`config.mk`:
```
export PLATFORM = sky130hd
export DESIGN_NAME = signed_int_to_decimal_ascii
export DESIGN_NICKNAME = d
export VERILOG_FILES = /design/src/sv/sitda_pkg.sv /design/src/sv/sitda_dabble.sv /design/src/sv/signed_int_to_decimal_ascii.sv
export SDC_FILE = /design/constraint.sdc
export NUM_CORES = 1
export LEC_CHECK = 0
export BUFFER_PORTS_ARGS = -buffer_cell sky130_fd_sc_hd__buf_4
export CORE_MARGIN = 2
export CORE_UTILIZATION = 34
export DETAILED_ROUTE_END_ITERATION = 7
export MAX_ROUTING_LAYER = met4
export PLACE_DENSITY = 0.59
export SETUP_SLACK_MARGIN = 0.02
export SYNTH_ARGS = -nofsm -noshare
export SYNTH_HDL_FRONTEND = slang
export SYNTH_HIERARCHICAL = 1
export SYNTH_SLANG_ARGS = --single-unit
```
`constraint.sdc`:
```
create_clock -name clk -period 2.95 [get_ports clk]
set_clock_uncertainty 0.15 [all_clocks]
set_input_delay 0.1475 -clock clk [delete_from_list [all_inputs] [get_ports clk]]
set_output_delay 0.1475 -clock clk [all_outputs]
set_load 0.01 [all_outputs]
```
`src/sv/sitda_pkg.sv`:
```
// ----------------------------------------------------------------------------
// sitda_pkg
// shared widths, character codes and control types for the decimal printer
// ----------------------------------------------------------------------------
package sitda_pkg;

  localparam int VALUE_BITS = 32;
  // decimal digits of the largest magnitude, floor(n*log10(2)) + 1
  localparam int NDIG       = ((VALUE_BITS * 1233) >> 12) + 1;
  localparam int BCD_BITS   = NDIG * 4;
  localparam int IN_W       = ((VALUE_BITS + 7) / 8) * 8;
  localparam int CHAR_BITS  = 6;
  localparam int OUT_W      = 8;
  localparam int CNT_W      = $clog2(VALUE_BITS + 1);
  localparam int DL_W       = $clog2(NDIG + 1);

  localparam logic [CHAR_BITS-1:0] ASCII_MINUS = 6'd45;
  localparam logic [CHAR_BITS-1:0] ASCII_ZERO  = 6'd48;

  typedef struct packed {
    logic load;
    logic next_digit;
  } dab_ctrl_t;

  typedef struct packed {
    logic       done;
    logic [3:0] top_digit;
  } dab_stat_t;

endpackage

```
`src/sv/sitda_dabble.sv`:
```
// ----------------------------------------------------------------------------
// sitda_dabble
// bit-serial binary to bcd converter (shift and add 3) with a digit shifter
// ----------------------------------------------------------------------------
module sitda_dabble (
  input  logic                           clk,
  input  logic                           rst,
  input  sitda_pkg::dab_ctrl_t           ctrl,
  input  logic [sitda_pkg::VALUE_BITS-1:0] value,
  output sitda_pkg::dab_stat_t           stat
);
  import sitda_pkg::*;

  logic [VALUE_BITS-1:0] mag;
  logic [BCD_BITS-1:0]   bcd;
  logic [BCD_BITS-1:0]   adj;
  logic [CNT_W-1:0]      cnt;

  // every digit of 5 or more gets 3 added before the shift
  always_comb begin
    for (int d = 0; d < NDIG; d++) begin
      if (bcd[d*4 +: 4] >= 4'd5) begin
        adj[d*4 +: 4] = bcd[d*4 +: 4] + 4'd3;
      end else begin
        adj[d*4 +: 4] = bcd[d*4 +: 4];
      end
    end
  end

  always_ff @(posedge clk) begin
    if (rst) begin
      cnt <= '0;
    end else if (ctrl.load) begin
      cnt <= CNT_W'(VALUE_BITS);
    end else if (cnt != '0) begin
      cnt <= cnt - 1'b1;
    end
  end

  always_ff @(posedge clk) begin
    if (ctrl.load) begin
      mag <= value;
      bcd <= '0;
    end else if (cnt != '0) begin
      bcd <= {adj[BCD_BITS-2:0], mag[VALUE_BITS-1]};
      mag <= {mag[VALUE_BITS-2:0], 1'b0};
    end else if (ctrl.next_digit) begin
      bcd <= {bcd[BCD_BITS-5:0], 4'd0};
    end
  end

  assign stat.done      = (cnt == '0);
  assign stat.top_digit = bcd[BCD_BITS-1 -: 4];

endmodule

```
`src/sv/signed_int_to_decimal_ascii.sv`:
```
// ----------------------------------------------------------------------------
// signed_int_to_decimal_ascii
// prints a signed integer as decimal ascii characters, most significant first
// ----------------------------------------------------------------------------
// usage:
//   s_* takes one request per number: tdata[31:0] is the signed value.
//   m_* gives one character per beat: tdata[5:0] is the ascii code (45 for
//   the minus sign, 48..57 for digits), tlast marks the final character.
//   leading zeros are dropped; zero prints as a single '0'.
// timing:
//   after a request the magnitude is shifted through a bcd register one bit
//   per cycle. leading zero digits are then dropped and characters leave at
//   one per cycle while the receiver is ready. s_tready is high only between
//   numbers; the next number can be taken while the final character still
//   waits in the output register.
// reset: rst (synchronous, active high) empties the output and returns to idle.
// stall: when m_tready is low the current character holds and emission pauses.
// ----------------------------------------------------------------------------
module signed_int_to_decimal_ascii (
  input  logic                        clk,
  input  logic                        rst,
  input  logic                        s_tvalid,
  output logic                        s_tready,
  input  logic [sitda_pkg::IN_W-1:0]  s_tdata,   // [31:0] number
  output logic                        m_tvalid,
  input  logic                        m_tready,
  output logic [sitda_pkg::OUT_W-1:0] m_tdata,   // [5:0] char_code, [7:6] zero
  output logic                        m_tlast    // last_char
);
  import sitda_pkg::*;

  localparam logic [1:0] S_IDLE = 2'd0;
  localparam logic [1:0] S_CONV = 2'd1;
  localparam logic [1:0] S_SKIP = 2'd2;
  localparam logic [1:0] S_EMIT = 2'd3;

  logic [1:0]            state;
  logic [1:0]            state_next;
  logic [DL_W-1:0]       digits_left;
  logic [DL_W-1:0]       digits_left_next;
  logic                  neg_pending;
  logic                  neg_pending_next;
  logic [CHAR_BITS-1:0]  char_code;
  logic                  last_char;

  logic [VALUE_BITS-1:0] raw;
  logic [VALUE_BITS-1:0] mag_in;
  logic                  accept;
  logic                  out_free;
  logic                  out_load;
  logic [CHAR_BITS-1:0]  load_code;
  logic                  load_last;
  dab_ctrl_t             ctrl;
  dab_stat_t             stat;

  assign raw    = s_tdata[VALUE_BITS-1:0];
  assign mag_in = raw[VALUE_BITS-1] ? (~raw + 1'b1) : raw;

  assign s_tready = (state == S_IDLE);
  assign accept   = s_tvalid && s_tready;
  assign out_free = !m_tvalid || m_tready;

  always_comb begin
    state_next       = state;
    digits_left_next = digits_left;
    neg_pending_next = neg_pending;
    ctrl.load        = 1'b0;
    ctrl.next_digit  = 1'b0;
    out_load         = 1'b0;
    load_code        = ASCII_ZERO;
    load_last        = 1'b0;
    unique case (state)
      S_IDLE: begin
        if (accept) begin
          ctrl.load        = 1'b1;
          neg_pending_next = raw[VALUE_BITS-1];
          state_next       = S_CONV;
        end
      end
      S_CONV: begin
        if (stat.done) begin
          digits_left_next = DL_W'(NDIG);
          state_next       = S_SKIP;
        end
      end
      S_SKIP: begin
        // drop leading zeros but keep at least one digit
        if (stat.top_digit == 4'd0 && digits_left > DL_W'(1)) begin
          ctrl.next_digit  = 1'b1;
          digits_left_next = digits_left - 1'b1;
        end else begin
          state_next = S_EMIT;
        end
      end
      S_EMIT: begin
        if (out_free) begin
          out_load = 1'b1;
          if (neg_pending) begin
            load_code        = ASCII_MINUS;
            neg_pending_next = 1'b0;
          end else begin
            load_code        = ASCII_ZERO + CHAR_BITS'(stat.top_digit);
            load_last        = (digits_left == DL_W'(1));
            ctrl.next_digit  = 1'b1;
            digits_left_next = digits_left - 1'b1;
            if (digits_left == DL_W'(1)) begin
              state_next = S_IDLE;
            end
          end
        end
      end
      default: begin
        state_next = S_IDLE;
      end
    endcase
  end

  always_ff @(posedge clk) begin
    if (rst) begin
      state       <= S_IDLE;
      neg_pending <= 1'b0;
      digits_left <= '0;
      m_tvalid    <= 1'b0;
    end else begin
      state       <= state_next;
      neg_pending <= neg_pending_next;
      digits_left <= digits_left_next;
      if (out_load) begin
        m_tvalid <= 1'b1;
      end else if (m_tready) begin
        m_tvalid <= 1'b0;
      end
    end
  end

  always_ff @(posedge clk) begin
    if (out_load) begin
      char_code <= load_code;
      last_char <= load_last;
    end
  end

  assign m_tdata = {{(OUT_W - CHAR_BITS){1'b0}}, char_code};
  assign m_tlast = last_char;

  sitda_dabble u_dabble (
    .clk   (clk),
    .rst   (rst),
    .ctrl  (ctrl),
    .value (mag_in),
    .stat  (stat)
  );

endmodule

```
==> impl_metrics.env <==
export IMPL_p_per_area_nw_per_um2=1070
export IMPL_areaGrowthSynthToFinish_pct=14.7
export IMPL_fmax_mhz=369
export IMPL_syn_inst=578
export IMPL_grt_overflow_total=0
export IMPL_cts_sinks=92
export IMPL_rows=47
export IMPL_synth_seq_cells=92
export IMPL_vias=4356
export IMPL_outcome="finished, final reports clean"
export IMPL_drive_above_1_share=0.197
export IMPL_start_util=0.347
export IMPL_synthFlopType="dfxtp_1"
export IMPL_grt_pass1_vias=4240
export IMPL_drt_wl_total_mm=11.6
export IMPL_register_area_sq_um=2220
export IMPL_fill_cells=1602
export IMPL_post_cts_buffers=0
export IMPL_die_x_um=134
export IMPL_met3_length_um=412
export IMPL_clock_latency_ps=350
export IMPL_critPathRequiredTime_ps=3040
export IMPL_synthDistinctLibCells=55
export IMPL_drc=0
export IMPL_p_leak_nw=2.44
export IMPL_hp_class="in -> reg"
export IMPL_cts_clk_slew_worst_paths_ps=70
export IMPL_synth_area_sq_um=5730
export IMPL_rsz0062_at_grt="false"
export IMPL_cts_max_level=3
export IMPL_crit_path_start="u_dabble/cnt[0]"
export IMPL_critPathArrivalTime_ps=2800
export IMPL_grt_usage=0.140
export IMPL_r2r_start="u_dabble/cnt[0]"
export IMPL_final_hold_viol_count=0
export IMPL_reg2reg_slack_ps=240
export IMPL_crit_chain="inv_1, ha_1, or3b_1, or3_1, clkinv_2, o221ai_1, a221oi_2, o21ai_0, a32o_1"
export IMPL_die_area_sq_um=17900
export IMPL_ys_async_sr_fraction=0
export IMPL_drt_pass1_iterations=4
export IMPL_dp_hpwl_mm=7.98
export IMPL_final_setup_viol_count=0
export IMPL_start_kind="register"
export IMPL_viasPerCell=5.21
export IMPL_routedWlPerCell_um=13.9
export IMPL_met1_length_mm=5.55
export IMPL_avgSynthCellArea_sq_um=9.91
export IMPL_grt_pass1_wl_mm=20.1
export IMPL_io_pins=47
export IMPL_reg2reg_depth=9
export IMPL_cp_max_fo=4
export IMPL_gp_congestion=0.802
export IMPL_ant_nets=0
export IMPL_die_y_um=134
export IMPL_top_layer="met4"
export IMPL_endpoint_kind="register"
export IMPL_grt_max_degree=66
export IMPL_cts_tree="done"
export IMPL_synth_edff_count=38
export IMPL_fin_cells=836
export IMPL_whs_ps=69.6
export IMPL_ir_drop_mv=0.470
export IMPL_ctsRootBufferMaster="clkbuf_16"
export IMPL_nets=674
export IMPL_yosys_warnings=6
export IMPL_numCtsBuffers=9
export IMPL_grt_antenna_before_repair=1
export IMPL_timing_final_crit_share=0.918
export IMPL_clock_path_buffers=2
export IMPL_cp_slowest_cell="or3b_1"
export IMPL_max_stage_delay_ps=390
export IMPL_slew_viol_final=0
export IMPL_r2r_end="digits_left[2]"
export IMPL_max_cap_violations=0
export IMPL_multiInputGateArea_sq_um=3180
export IMPL_place_inst=816
export IMPL_port_buffers=43
export IMPL_yosysSeqAreaShare=0.388
export IMPL_drt_iter0_drc=219
export IMPL_period_needed_ps=2710
export IMPL_wl_met2_mm=5.51
export IMPL_setup_worst_path_end="digits_left[2]"
export IMPL_critPathKind="reg -> reg"
export IMPL_core_sq_um=16500
sequential cells by signal, indices dropped and copies added, names as in the netlist:
signal	cells
digits_left	4
m_tlast	1
u_dabble/cnt	6
char_code	5
u_dabble/mag	32
u_dabble/bcd	40
neg_pending	1
state	2
m_tvalid	1
layout make-up:
| type | count | share of cell area |
|---|---|---|
| clock buffer | 10 | 0.0348 |
| multi-input combinational | 412 | 0.485 |
| timing repair buffer | 58 | 0.0731 |
| inverter | 37 | 0.0213 |
| tap | 220 | 0.0419 |
| sequential | 92 | 0.338 |
| antenna | 1 | 0.000381 |
| clock inverter | 6 | 0.00571 |
critical path: cells and delay by family, from the launching register on:
| family | cells | cell delay, ps |
|---|---|---|
| AO/OA/AOI/OAI | 4 | 1010 |
| adder cells (fa/ha/maj) | 1 | 200 |
| buffers and inverters | 2 | 180 |
| flip-flops | 1 | 320 |
| AND/OR/NAND/NOR | 2 | 750 |
metrics by stage:
stage	setup slack (ps)	setup TNS [ps]	area, sq um	power [mW]	util
after global routing	25.6	0	6570	7.59	0.398
after global placement	-68.4	-186	6270	5.85	0.380
after CTS	250	0	6570	7.09	0.398
after detailed placement	-102	-330	6270	5.97	0.380
after floorplan	100	0	5740	5.27	-
final	241	0	6570	7.01	0.398
synth_stat cells (2+ instances only):
cell type  number  share of area
or3b_2          2         0.0031
nor3b_1        20          0.026
ha_1           28          0.061
a211oi_2        4         0.0087
dfxtp_1        54           0.19
a21oi_1        34          0.030
nor4_1          4         0.0044
inv_1          36          0.024
or2_2           3         0.0033
mux2i_1        31          0.054
o41ai_1         3         0.0046
nand2_1        32          0.021
mux2_2         32          0.063
nor2_1         20          0.013
or4_4           3         0.0059
o21a_1          9          0.012
o211a_1        17          0.030
buf_2           5         0.0044
a211oi_1       37          0.049
buf_6           2         0.0039
buf_1           2         0.0013
o31ai_1         8          0.010
clkbuf_1       20          0.013
o21ai_0        25          0.022
and2_1          2         0.0022
or3_1           8         0.0087
xnor2_1        40          0.061
conb_1          2         0.0013
nand4_1         3         0.0033
buf_4           8          0.010
or4_1           3         0.0039
nand2b_1       13          0.014
nor3_1          6         0.0052
nand3_1         4         0.0035
edfxtp_1       38           0.20
cells in the final DEF (no fill, tap or decap), types with 4 or more instances in the layout:
master / synthesis / routed
inv_1: 36 / 36
or3_1: 8 / 8
ha_1: 28 / 28
nor2_1: 20 / 20
a211oi_2: 4 / 4
nand3_1: 4 / 4
o31ai_1: 8 / 8
a21oi_1: 34 / 34
nor3b_1: 20 / 20
mux2_2: 32 / 32
clkbuf_16: 0 / 9
nand2_1: 32 / 31
edfxtp_1: 38 / 38
nand2b_1: 13 / 13
xnor2_1: 40 / 40
o21a_1: 9 / 9
o211a_1: 17 / 17
dfxtp_1: 54 / 54
o21ai_0: 25 / 24
nor4_1: 4 / 4
buf_4: 8 / 52
mux2i_1: 31 / 31
a211oi_1: 37 / 37
nor3_1: 6 / 6
worst min path at each step:
stage	start	end	slack, ps	cells after the start
floorplan	rst	u_dabble/cnt[5]	70	1
global placement	rst	u_dabble/cnt[5]	300	2
detailed placement	rst	u_dabble/cnt[5]	310	2
CTS	s_tdata[17]	u_dabble/mag[17]	60	3
global route	s_tdata[5]	u_dabble/mag[5]	70	3
finish	s_tdata[17]	u_dabble/mag[17]	70	3
kinds of logic after synthesis:
| logic type | count (synthesis) | synth area share |
|---|---|---|
| AO/OA/AOI/OAI | 149 | 0.185 |
| XOR/XNOR | 41 | 0.0627 |
| adder cells (fa/ha/maj) | 28 | 0.0612 |
| buffers and inverters | 75 | 0.0603 |
| flip-flops | 92 | 0.388 |
| multiplexers | 63 | 0.117 |
| other | 2 | 0.00131 |
| AND/OR/NAND/NOR | 128 | 0.125 |
report_power, final:
group	internal [mW]	switching (mW)	leakage, nW
Combinational	1.64	1.82	1.48
Clock	0.571	0.502	0.135
Sequential	2.06	0.422	0.831
Total	4.27	2.75	2.44
repair_timing:
item	in CTS	in global routing
gates resized for setup	0	0
hold endpoints to repair	14	0
hold buffers	3	0
routing by layer:
layer / track usage / vias to the layer above
met5: - / -
met4: 0.0449 / 0
met3: 0.0299 / 12
met2: 0.228 / 72
met1: 0.174 / 2099
li1: - / 2173
Note: power is estimated with default switching activity, not from simulation.
